## config.mk

```make
export PLATFORM = sky130hd
export DESIGN_NAME = duplicate_request_cache
export DESIGN_NICKNAME = d
export VERILOG_FILES = /design/src/rtl/drc_pkg.sv /design/src/rtl/drc_ram.sv /design/src/rtl/duplicate_request_cache.sv
export SDC_FILE = /design/constraint.sdc
export NUM_CORES = 1
export LEC_CHECK = 0
export BUFFER_PORTS_ARGS = -buffer_cell sky130_fd_sc_hd__buf_4
export CAP_MARGIN = 20
export CORE_ASPECT_RATIO = 0.8
export CORE_UTILIZATION = 23
export CTS_CLUSTER_SIZE = 40
export DETAILED_ROUTE_END_ITERATION = 12
export PLACE_DENSITY = 0.46
export REMOVE_ABC_BUFFERS = 1
export SKIP_LAST_GASP = 1
export SLEW_MARGIN = 20
export SYNTH_ARGS = -nofsm -noshare
export SYNTH_HDL_FRONTEND = slang
export SYNTH_HIERARCHICAL = 1
export SYNTH_SLANG_ARGS = --single-unit
```

## constraint.sdc

```tcl
create_clock -name clk -period 19 [get_ports clk]
set_input_delay 0.95 -clock clk [delete_from_list [all_inputs] [get_ports clk]]
set_output_delay 0.95 -clock clk [all_outputs]
set_load 0.1 [all_outputs]
```

## src/rtl/drc_pkg.sv

```systemverilog
`timescale 1ns / 1ps
// drc_pkg: shared types and constants of the duplicate request cache.
// No dependencies.
package drc_pkg;

	localparam logic [31:0] RESET_MIN_XID = 32'd1000000;
	localparam logic [31:0] XID_ALL_ONES  = 32'hFFFF_FFFF;

	localparam logic OP_LOOKUP = 1'b0;
	localparam logic OP_SAVE   = 1'b1;

	// stored request, first member in the highest bits
	typedef struct packed {
		logic [15:0] port;
		logic [31:0] ip;
		logic [31:0] xid;
		logic [7:0]  proc;
	} entry_t;

	localparam int ENTRY_W = $bits(entry_t);

	typedef enum logic [1:0] {
		ST_IDLE,
		ST_SCAN,
		ST_FINISH
	} state_t;

endpackage

```

## src/rtl/drc_ram.sv

```systemverilog
`timescale 1ns / 1ps
// drc_ram: generic single-write, single-read RAM with registered read data.
// No dependencies.
module drc_ram #(
	parameter int WIDTH = 8,
	parameter int DEPTH = 16,
	parameter int ADDR_W = (DEPTH > 1) ? $clog2(DEPTH) : 1
) (
	input  logic              clk,
	input  logic              we,
	input  logic [ADDR_W-1:0] waddr,
	input  logic [WIDTH-1:0]  wdata,
	input  logic              re,
	input  logic [ADDR_W-1:0] raddr,
	output logic [WIDTH-1:0]  rdata
);

	logic [WIDTH-1:0] mem_q [DEPTH];
	logic [WIDTH-1:0] rdata_q;

	always_ff @(posedge clk) begin
		if (we) begin
			mem_q[waddr] <= wdata;
		end
		if (re) begin
			rdata_q <= mem_q[raddr];
		end
	end

	assign rdata = rdata_q;

endmodule

```

## src/rtl/duplicate_request_cache.sv

```systemverilog
`timescale 1ns / 1ps
// duplicate_request_cache: ring of recent once-only requests with duplicate lookup.
// Depends on drc_pkg and drc_ram.
//
//  channel  dir  signals                     payload (lowest bit up)
//  s_       in   s_tvalid s_tready s_tdata   proc_number, transaction_id, client_ip,
//                s_tuser                     client_port; tuser: operation
//  m_       out  m_tvalid m_tready m_tdata   is_duplicate, id_valid, zero pad
//  cfg_     in   cfg_we cfg_wdata            min_valid_xid
//
// A save or an invalid id goes straight to ST_FINISH; a valid lookup first scans the entry
// RAM in ST_SCAN, one read per cycle through its single read port.
// One transaction is processed at a time; the result register frees the engine unless
// the previous result is still waiting, in which case it holds in ST_FINISH.
// Reset clears per-entry valid bits at once; an entry never written reads as all zero.
module duplicate_request_cache #(
	parameter int CACHE_ENTRIES = 10
) (
	input  logic        clk,
	input  logic        arst_n,
	input  logic        s_tvalid,
	output logic        s_tready,
	input  logic [87:0] s_tdata,   // proc_number, transaction_id, client_ip, client_port
	input  logic        s_tuser,   // operation
	output logic        m_tvalid,
	input  logic        m_tready,
	output logic [7:0]  m_tdata,   // is_duplicate, id_valid, 6 zero bits
	input  logic        cfg_we,
	input  logic [31:0] cfg_wdata
);
	import drc_pkg::*;

	localparam int IDX_W = (CACHE_ENTRIES > 1) ? $clog2(CACHE_ENTRIES) : 1;
	localparam int CNT_W = $clog2(CACHE_ENTRIES + 1);
	localparam logic [IDX_W-1:0] LAST_IDX = IDX_W'(CACHE_ENTRIES - 1);
	localparam logic [CNT_W-1:0] CNT_END  = CNT_W'(CACHE_ENTRIES);

	state_t state_q, state_d;

	logic [31:0]              min_xid_q;
	logic [IDX_W-1:0]         wptr_q;
	logic [CACHE_ENTRIES-1:0] ent_vld_q;
	entry_t                   rec_q;
	logic                     op_q;
	logic                     xid_ok_q;
	logic                     dup_q;
	logic [CNT_W-1:0]         cnt_q;
	logic                     rd_vld_s1;
	logic [IDX_W-1:0]         rd_idx_s1;
	logic                     m_tvalid_q;
	logic [7:0]               m_tdata_q;

	entry_t             in_rec;
	logic               xid_ok;
	logic               accept;
	logic               do_save;
	logic               start_scan;
	logic               issue;
	logic               out_free;
	logic               load_out;
	logic [ENTRY_W-1:0] ram_rdata;
	entry_t             rd_entry;
	logic               match;

	assign in_rec = entry_t'(s_tdata);
	assign xid_ok = (in_rec.xid != XID_ALL_ONES) && (in_rec.xid >= min_xid_q);

	drc_ram #(
		.WIDTH (ENTRY_W),
		.DEPTH (CACHE_ENTRIES),
		.ADDR_W(IDX_W)
	) u_ram (
		.clk  (clk),
		.we   (do_save),
		.waddr(wptr_q),
		.wdata(ENTRY_W'(in_rec)),
		.re   (issue),
		.raddr(cnt_q[IDX_W-1:0]),
		.rdata(ram_rdata)
	);

	assign rd_entry = ent_vld_q[rd_idx_s1] ? entry_t'(ram_rdata) : '0;
	assign match    = rd_vld_s1 && (rd_entry == rec_q);

	always_ff @(posedge clk or negedge arst_n) begin
		if (!arst_n) begin
			state_q <= ST_IDLE;
		end else begin
			state_q <= state_d;
		end
	end

	always_comb begin
		state_d    = state_q;
		s_tready   = 1'b0;
		accept     = 1'b0;
		do_save    = 1'b0;
		start_scan = 1'b0;
		issue      = 1'b0;
		out_free   = !m_tvalid_q || m_tready;
		load_out   = 1'b0;
		unique case (state_q)
			ST_IDLE: begin
				s_tready   = 1'b1;
				accept     = s_tvalid;
				do_save    = accept && (s_tuser == OP_SAVE) && xid_ok;
				start_scan = accept && (s_tuser == OP_LOOKUP) && xid_ok;
				if (start_scan) begin
					state_d = ST_SCAN;
				end else if (accept) begin
					state_d = ST_FINISH;
				end
			end
			ST_SCAN: begin
				issue = cnt_q < CNT_END;
				if (rd_vld_s1 && (rd_idx_s1 == LAST_IDX)) begin
					state_d = ST_FINISH;
				end
			end
			ST_FINISH: begin
				load_out = out_free;
				if (out_free) begin
					state_d = ST_IDLE;
				end
			end
			default: state_d = ST_IDLE;
		endcase
	end

	always_ff @(posedge clk or negedge arst_n) begin
		if (!arst_n) begin
			min_xid_q  <= RESET_MIN_XID;
			wptr_q     <= '0;
			ent_vld_q  <= '0;
			cnt_q      <= '0;
			rd_vld_s1  <= 1'b0;
			m_tvalid_q <= 1'b0;
		end else begin
			if (cfg_we) begin
				min_xid_q <= cfg_wdata;
			end
			if (do_save) begin
				ent_vld_q[wptr_q] <= 1'b1;
				wptr_q <= (wptr_q == LAST_IDX) ? '0 : wptr_q + 1'b1;
			end
			if (start_scan) begin
				cnt_q <= '0;
			end else if (issue) begin
				cnt_q <= cnt_q + 1'b1;
			end
			rd_vld_s1 <= issue;
			if (load_out) begin
				m_tvalid_q <= 1'b1;
			end else if (m_tready) begin
				m_tvalid_q <= 1'b0;
			end
		end
	end

	always_ff @(posedge clk) begin
		if (accept) begin
			rec_q    <= in_rec;
			op_q     <= s_tuser;
			xid_ok_q <= xid_ok;
			dup_q    <= 1'b0;
		end else if (match) begin
			dup_q <= 1'b1;
		end
		rd_idx_s1 <= cnt_q[IDX_W-1:0];
		if (load_out) begin
			m_tdata_q <= {6'b0, xid_ok_q, dup_q && (op_q == OP_LOOKUP)};
		end
	end

	assign m_tvalid = m_tvalid_q;
	assign m_tdata  = m_tdata_q;

`ifndef SYNTHESIS
	a_wptr_range: assert property (@(posedge clk) disable iff (!arst_n)
		wptr_q <= LAST_IDX)
		else $error("write pointer out of range");

	a_dup_needs_valid: assert property (@(posedge clk) disable iff (!arst_n)
		m_tvalid_q |-> !(m_tdata_q[0] && !m_tdata_q[1]))
		else $error("duplicate reported for invalid id");

	a_save_no_dup: assert property (@(posedge clk) disable iff (!arst_n)
		load_out && (op_q == OP_SAVE) |=> !m_tdata_q[0])
		else $error("save result reports duplicate");

	a_read_in_scan: assert property (@(posedge clk) disable iff (!arst_n)
		rd_vld_s1 |-> (state_q == ST_SCAN))
		else $error("read data returned outside scan");
`endif

endmodule

```

* Word-level counts from Yosys, hierarchy flattened *
Memory sizes are Yosys's and may differ from the RTL's. A register that Yosys moved wholly into a read port is not among the register bits.
Index checks and enable logic that the tools add are counted.

storage, ports and cells
  register bits = 151
  memory bits (writable) = 880
  logic and storage cells = 74
  output and inout port bits = 10
  input bits = 126
  memories kept = 1

memories
  memory       depth  width  rd ports  clocked after memory_dff  write ports  line           RTL
  u_ram.mem_q  10     88     1         1                         1            drc_ram.sv:18  logic [WIDTH-1:0] mem_q [DEPTH];

cells by class
  multiplexer cells = 23
  equality and inequality tests = 9
  reductions and logical operators = 15
  bitwise gates (word level) = 3
  add/subtract/negate cells = 2
  $lt $le $gt $ge = 5

operators by type and width
  kind                                                                count
  equality test 88 bit                                                1
  two-way mux 88 bit                                                  1
  greater-or-equal comparator 32 bit                                  1
  != test 32 bit (second input constant)                              1
  two-way mux 1 bit                                                   12
  two-way mux 4 bit                                                   3
  < comparator 4 x 5 -> 1 bit (second input constant)                 2
  bitwise OR 10 bit                                                   1
  logical AND 1 bit                                                   9
  adder 4 x 1 -> 4 bit (second input constant)                        2
  equality test 4 bit (second input constant)                         2
  two-way mux 2 bit                                                   4
  one-hot mux 2 bit (3 select lines)                                  1
  binary-select mux 1 bit (select 4 bit)                              1
  demux 1 bit (select 4 bit)                                          1
  greater-or-equal comparator 4 x 1 -> 1 bit (second input constant)  1
  < comparator 4 bit (second input constant)                          1
  != test 2 bit (second input constant)                               2
  nonzero test 2 bit                                                  2
  != test 3 bit (second input constant)                               1
  AND reduction 3 bit                                                 1
  equality test 2 x 1 -> 1 bit (second input constant)                1
  equality test 2 bit (second input constant)                         1
  zero test 2 bit                                                     1
  3 further kinds                                                     4

* Depth between registers and ports, before layout *
Gate-level depths: netlist (run 1).

  depth after elaboration = 6
  mapped depth = 11
  depth with buffers taken out = 11

* By module *
The synthesis (run 1) kept the hierarchy.

modules (own cells, without submodules)
  module                   area an instance (µm²)  instances  cells an instance
  drc_ram                  37,223.2                1          1,887
  duplicate_request_cache  7,777.5                 1          724

* Worst setup path before layout (run 1) *
Ideal clock, no wire load.

  path type = register -> register
  start = register state_q[1]
  end = memory u_ram/mem_q[0][0] (netlist bit), enable pin
  buffers on the path = 0
  library setup time = 642 ps
  arrival = 10,937 ps
  slack = 7,421 ps
  stages on the path, launching flop included = 9
  data required time = 18,358 ps
  path through = dfrtp_1 -> nor2_1 -> nand2_1 -> inv_1 -> and4_1 -> a22oi_1 -> inv_1 -> or3b_2 -> nor3_1

on the way
  longest elaborated chain between the ends = 4

ends and longest elaborated chain
  what                                     line                            RTL
  from (decl)                              duplicate_request_cache.sv:38   state_t state_q, state_d;
  from (signal assigned)                   duplicate_request_cache.sv:89   state_q <= state_d;
  zero test 2 bit                          duplicate_request_cache.sv:102  unique case (state_q)
  two-way mux 1 bit                        duplicate_request_cache.sv:102
  via do_save                              duplicate_request_cache.sv:56   logic do_save;
  two-way mux 1 bit                        drc_ram.sv:22                   if (we) begin
  two-way mux 1 bit (not written as such)  drc_ram.sv:23                   mem_q[waddr] <= wdata;
  to (decl)                                drc_ram.sv:18

The timed path passes the listed nets, and every way through them passes these cells.

* Worst setup path in the final report (run 1) *
  start = register cnt_q[0]
  end = register u_ram.rdata_q[62], in the netlist u_ram/rdata[62], read port of u_ram.mem_q (data pin)

on the way
  longest elaborated chain between the ends = 2

ends and longest elaborated chain
  what                    line                            RTL
  from (decl)             duplicate_request_cache.sv:47   logic [CNT_W-1:0] cnt_q;
  from (signal assigned)  duplicate_request_cache.sv:149  cnt_q <= cnt_q + 1'b1;
  < comparator 4 bit      duplicate_request_cache.sv:115  issue = cnt_q < CNT_END;
  two-way mux 1 bit       duplicate_request_cache.sv:102
  to (decl)               drc_ram.sv:19                   logic [WIDTH-1:0] rdata_q;

Several ways; a longest one is shown, not always the timed one.
A chain may end at the register's enable or synchronous reset.

==> run summary, run 1 <==
Filler Cells Inserted = 19570
register area share after synthesis = 0.7398
Final Max Slew Viols = 0
chip width = 496.5 um
commonest non-fill, non-tap cell in the layout = edfxtp_1
vias in the first global route = 23840
flop2flop setup slack = 13.54 ns
RSZ-0062 raised after global routing = no
#FFs+latches synth = 1119
cell mode on critical path = buf_4
DRC violation count after routing = 0
Synth-to-Final Area Change = 17.11%
VDD IR max = 0.09934 mV
number of synthesized flops with an enable pin = 1060
CTS tree = built
die footprint = 197400 um^2
vias = 23920
Gate power share = 0.245
WP buf/inv = 4
core box area = 193500 um^2
post-DR vias/cell = 4.399
clock root buffer = clkbuf_16
crit path time final = 5.461 ns
crit path max-delay cell type = dfrtp_4
DRT iter0 DRCs = 1717
Critical Path End Type = flip-flop
# setup viols final = 0
total grt overflow = 0
ANT nets after route = 0
final clock skew = 0.02630 ns
Reg power frac = 0.439
Cell Chain, Critical Path = buf_4 -> buf_12 -> buf_4 -> buf_4 -> mux2_2 -> o22ai_1 -> o31ai_2
run status = completed
initial core utilization = 0.2326
distinct cell type count after synthesis = 79
delay of the slowest critical-path stage = 0.86 ns
Clock Latency Late Sink = 0.74 ns
post-DP HPWL = 78.22 mm
layout cell share with drive strength beyond 1 = 0.2459
Post-synth ARST share = 0.04826
hold violation count in the final report = 0
largest net degree at the start of global routing = 130
number of buffers created by CTS = 114
crit start category = flip-flop
DR WL/cell = 23.32 um
Max Cap Viol = 0
DR pass1 iterations = 5
P_int = 4.941 mW
Post-Syn Area per Cell = 17.24 um^2
Row Count = 144
initial antenna violation count = 8
most frequent cells in the layout = 1060 x edfxtp_1, 265 x mux2_2, 179 x mux2i_1
f_max = 0.1831 GHz
num ports = 136
clk sinks = 1119
PortBufs = 129
Power Density = 135.5 nW/um^2
die height = 397.6 um
hold crit path type = in2async
CTS Hold Bufs = 0
Top delay family on crit path = buffers and inverters
CP arrival = 5.92 ns
CP Class = reg2reg
NetSw = 2.198 mW
worst-margin pin slew = 1.100 ns
switching share of power = 0.3079
area occupied by multi-input gates = 10700 um^2
Final TNS setup = 0 ns
gpl congestion = 0.8472
Final Util = 0.2724
global-route wire length before repair = 181.1 mm
Max Buffers Root-to-Sink = 3
Primary FF master, synth = edfxtp_1
Reg clk slew, reported paths = 0.06 ns
Reg area = 33300 um^2
Synth Instances = 2611
CTS resizes = 0
Post-Syn Area = 45000 um^2
htree depth = 3
Critical Path RT = 19.46 ns
Setup Buffers After CTS = 0
CP max FO = 129
Post-Route WL = 126.8 mm
Clk network pwr share = 0.316
leakage power = 17.25 nW
crit share post-route = 0.2874
yosys warns = 6
gr usage total = 0.1271
Slew HR = 0.2605
Layout Nets = 2938
## sequential cells by signal, summed over array words and instances, names as in the netlist
name	count
rd_vld_s1	1
dup_q	1
op_q	1
m_tvalid	1
min_xid_q	32
cnt_q	4
wptr_q	4
state_q	2
xid_ok_q	1
m_tdata	2
rd_idx_s1	4
rec_q	88
u_ram/rdata	88
ent_vld_q	10
u_ram/mem_q	880
## final cells by class
class	instances	share of cell area
antenna	3	0.0001424
clock buffer	142	0.05712
clock inverter	74	0.01356
inverter	100	0.007170
multi-input combinational	1270	0.2029
sequential	1119	0.6318
tap	2555	0.06066
timing repair buffer	174	0.02659
## worst paths after layout
path | startpoint | to | cells past startpoint
worst max-delay path | cnt_q[0] | u_ram/rdata[62] | 7
worst min-delay path | arst_n | min_xid_q[30] | 1
worst max register to register | cnt_q[0] | u_ram/rdata[62] | 7
worst min register to register | ent_vld_q[6] | ent_vld_q[6] | 1
max in group asynchronous | arst_n | cnt_q[0] | 1
min in group clk | cfg_wdata[24] | min_xid_q[24] | 3
## cells by family (layout without fill, tap and decap cells)
group | Yosys count | after routing | synth area share
buffers and inverters | 227 | 490 | 0.02547
other | 1 | 9 | 0.00008333
and+or+nand+nor | 319 | 319 | 0.03378
AOI/OAI and AO/OA | 449 | 449 | 0.08138
DFF | 1119 | 1119 | 0.7398
xor gates and xnor gates | 16 | 16 | 0.003114
adders and majority gates | 33 | 33 | 0.009175
muxes | 447 | 447 | 0.1072
## layer usage
metal / global-route usage / vias to the layer above / part of all wire
li1: - / 10660 / -
met3: 0.02108 / 188 / 0.040
met4: 0.03311 / 8 / 0.022
met5: 0 / - / 0.00043
met2: 0.1920 / 546 / 0.44
met1: 0.1871 / 12520 / 0.50
## power groups by stage
| stage | clock [mW] | sequential, mW | combinational, mW |
|---|---|---|---|
| after global placement | 0 | 3.19 | 1.77 |
| after floorplan | 0 | 3.28 | 1.47 |
| after detailed placement | 0 | 3.18 | 1.77 |
| after CTS | 2.32 | 3.14 | 1.77 |
| after global routing | 2.41 | 3.15 | 1.86 |
| final | 2.26 | 3.14 | 1.75 |
## per-stage QoR
step / instances / worst slack [ns] / hold WS, ns / power [mW] / instance area [um^2]
after floorplan: 2489 / 6.212 / 0.4003 / 4.744 / 44250
after global placement: 5215 / 13.09 / 0.4315 / 4.960 / 48900
after detailed placement: 5215 / 12.99 / 0.4182 / 4.953 / 48900
after CTS: 5431 / 13.55 / 0.2842 / 7.228 / 52630
after global routing: 5434 / 13.27 / 0.3510 / 7.423 / 52690
final: 5437 / 13.54 / 0.3300 / 7.139 / 52700
## worst reg2reg max path, delay by kind of cell (launching register included)
| family | cells | cell delay [ns] |
|---|---|---|
| AOI/OAI and AO/OA | 2 | 0.46 |
| buffers and inverters | 4 | 3.41 |
| DFF | 1 | 0.86 |
| muxes | 1 | 0.47 |
## Yosys cell counts (19+ instances only)
master / count / area (um^2)
o31ai_2: 72 / 900.9
mux2i_1: 179 / 1792
inv_1: 98 / 367.9
o21ai_0: 45 / 225.2
buf_2: 33 / 165.2
edfxtp_1: 1060 / 31830
nand2_1: 149 / 559.3
dfrtp_1: 47 / 1176
a21oi_1: 19 / 95.09
ha_1: 33 / 412.9
o22ai_1: 107 / 669.4
mux2_2: 265 / 2984
clkbuf_1: 41 / 153.9
nor2_1: 44 / 165.2
nand4_1: 22 / 137.6
a22o_1: 91 / 797.0
nor2b_1: 26 / 162.7
nor4_1: 21 / 131.4
(Power assumes the default switching activity.)
==> inputs of run 2 (changes only) <==
- clock period: 19 -> 5.24 ns (I/O delays scaled with it)
==> run 2 against run 1 <==
Against the previous run:
- utilization grew 0.74 points
- sequential share of layout area shrank 1.7 points
- clock skew is 0.0067 ns higher
- maximum frequency is 23% higher
- first-iteration DRC count up 5.1%
- largest cell class unchanged
- largest power group unchanged
==> run summary, run 2 (synthesized netlist as in run 1, its figures left out) <==
crit share post-route = 0.8460 (was 0.2874)
R2R Path End = u_ram/mem_q[2][61] (was u_ram/rdata[62])
DR WL/cell = 22.97 um (was 23.32 um)
htree depth = 3 (unchanged)
post-DR vias/cell = 4.404 (was 4.399)
global-route wire length before repair = 185.7 mm (was 181.1 mm)
NetSw = 8.025 mW (was 2.198 mW)
Reg power frac = 0.437 (was 0.439)
VDD IR max = 0.4172 mV (was 0.09934 mV)
clock root buffer = clkbuf_16 (unchanged)
chip width = 496.5 um (unchanged)
initial core utilization = 0.2326 (unchanged)
Power Density = 480.6 nW/um^2 (was 135.5 nW/um^2)
CTS Hold Bufs = 124 (was 0)
WP buf/inv = 3 (was 4)
met3 wire length = 5.139 mm (was 5.122 mm)
Setup Buffers After CTS = 0 (unchanged)
flop2flop setup slack = 0.81 ns (was 13.54 ns)
commonest non-fill, non-tap cell in the layout = edfxtp_1 (unchanged)
hold violation count in the final report = 0 (unchanged)
Max Buffers Root-to-Sink = 3 (unchanged)
die height = 397.6 um (unchanged)
ANT nets after route = 0 (unchanged)
vias = 24530 (was 23920)
die footprint = 197400 um^2 (unchanged)
Hold Path End = min_xid_q[18]
Highest Signal Layer = met4 (was met5)
P_int = 18.00 mW (was 4.941 mW)
Critical Path End Type = flip-flop (unchanged)
gpl congestion = 0.8743 (was 0.8472)
initial antenna violation count = 14 (was 8)
Metal-1 WL = 63.32 mm (was 63.02 mm)
Max Cap Viol = 0 (unchanged)
crit path time final = 4.433 ns (was 5.461 ns)
core box area = 193500 um^2 (unchanged)
run status = completed (unchanged)
Place WS = 0.5155 ns (was 12.99 ns)
Top delay family on crit path = compound AO/OA/AOI/OAI gates (was buffers and inverters)
Critical Path RT = 5.58 ns (was 19.46 ns)
CP arrival = 4.78 ns (was 5.92 ns)
Worst R2R Start = min_xid_q[9] (was cnt_q[0])
Cell Chain, Critical Path = inv_1 -> ha_1 -> nand4_1 -> a2111oi_0 -> a221oi_1 -> o311ai_1 -> a22oi_1 -> inv_1 -> or3b_2 -> nor2_4 -> buf_12 (was buf_4 -> buf_12 -> buf_4 -> buf_4 -> mux2_2 -> o22ai_1 -> o31ai_2)
Row Count = 144 (unchanged)
DR pass1 iterations = 5 (unchanged)
min-delay src = cfg_we
fin worst setup slack = 0.8072 ns (was 13.54 ns)
total grt overflow = 0 (unchanged)
gr usage total = 0.1292 (was 0.1271)
Final Max Slew Viols = 0 (unchanged)
post-DP HPWL = 80.33 mm (was 78.22 mm)
max FFs per register = 880 (unchanged)
Synth-to-Final Area Change = 20.31% (was 17.11%)
layout cell share with drive strength beyond 1 = 0.2395 (was 0.2459)
DRC violation count after routing = 0 (unchanged)
most frequent cells in the layout = 1060 x edfxtp_1, 265 x mux2_2, 179 x mux2i_1 (unchanged)
WHS = 0.06128 ns (was 0.3300 ns)
crit path max-delay cell type = or3b_2 (was dfrtp_4)
number of buffers created by CTS = 115 (was 114)
met2 WL = 57.26 mm (was 55.74 mm)
switching share of power = 0.3084 (was 0.3079)
Gate power share = 0.251 (was 0.245)
leakage power = 17.83 nW (was 17.25 nW)
delay of the slowest critical-path stage = 0.57 ns (was 0.86 ns)
largest net degree at the start of global routing = 145 (was 130)
CTS tree = built (unchanged)
worst-margin pin slew = 1.020 ns (was 1.100 ns)
Clock Latency Late Sink = 0.73 ns (was 0.74 ns)
Slew HR = 0.3024 (was 0.2605)
DRT iter0 DRCs = 1805 (was 1717)
r2r worst-path depth = 11 (was 7)
PortBufs = 129 (unchanged)
CTS resizes = 0 (unchanged)
most flop-heavy register = u_ram/mem_q (unchanged)
num ports = 136 (unchanged)
Layout Nets = 3069 (was 2938)
CP Class = reg2reg (unchanged)
Reg clk slew, reported paths = 0.06 ns (about the same)
clk sinks = 1119 (unchanged)
CP max FO = 78 (was 129)
hold crit path type = in2reg (was in2async)
f_max = 0.2256 GHz (was 0.1831 GHz)
RSZ-0062 raised after global routing = no (unchanged)
Post-Route WL = 127.9 mm (was 126.8 mm)
# setup viols final = 0 (unchanged)
crit start category = flip-flop (unchanged)
WHS Path Cells = 3
final clock skew = 0.03303 ns (was 0.02630 ns)
cell mode on critical path = inv_1 (was buf_4)
vias in the first global route = 24840 (was 23840)
Clk network pwr share = 0.312 (was 0.316)
[run 2: worst max path at each step]
stage / depth (start not counted) / start / end / slack (ns)
6_report: 11 / min_xid_q[9] / u_ram/mem_q[2][61] / 0.81
5_1_grt: 11 / min_xid_q[14] / u_ram/mem_q[2][61] / 0.52
4_1_cts: 11 / min_xid_q[9] / u_ram/mem_q[5][12] / 0.50
3_5_place_dp: 11 / min_xid_q[9] / u_ram/mem_q[5][77] / 0.52
3_3_place_gp: 11 / min_xid_q[9] / u_ram/mem_q[5][53] / 0.60
2_1_floorplan: 3 / cnt_q[0] / u_ram/rdata[22] / -7.55
[run 2: per-stage QoR]
step                      cell area, um^2  TNS (ns)  utilization  power, mW  instances
after floorplan                     44250  -4791.22            -      15.54       2489
after global placement              49150         0       0.2540      18.08       5223
after CTS                           54100         0       0.2796      26.35       5560
after detailed placement            49150         0       0.2540      18.06       5223
final                               54140         0       0.2798      26.02       5570
after global routing                54140         0       0.2798      27.10       5570
[run 2: metal layers]
| metal | track usage | vias to the layer above |
|---|---|---|
| met4 | 0.02734 | 0 |
| met2 | 0.1977 | 556 |
| met5 | 0 | - |
| met1 | 0.1898 | 12880 |
| met3 | 0.02248 | 163 |
| li1 | - | 10940 |
[run 2: final cells by class]
class                   count  area, um^2
multi-input cells        1270       10700
flip-flops and latches   1119       33300
repair buffers            304        2843
clock buffers             147        3070
inverters                 100       377.9
clock inverters            66       638.1
well taps                2555        3197
fillers                 19460      139400
diodes                      9       22.52
[run 2: power groups by stage]
| stage | Sequential, mW | Combinational [mW] | Clock, mW |
|---|---|---|---|
| floorplan | 11.6 | 3.92 | 0 |
| global placement | 11.5 | 6.54 | 0 |
| detailed placement | 11.5 | 6.53 | 0 |
| CTS | 11.4 | 6.65 | 8.34 |
| global route | 11.4 | 7.00 | 8.68 |
| finish | 11.4 | 6.54 | 8.12 |
[run 2: tightest hold or removal path: stages]
cell and delay [ns]:
buf_4 0.31, nand2_1 0.13, o21ai_0 0.07
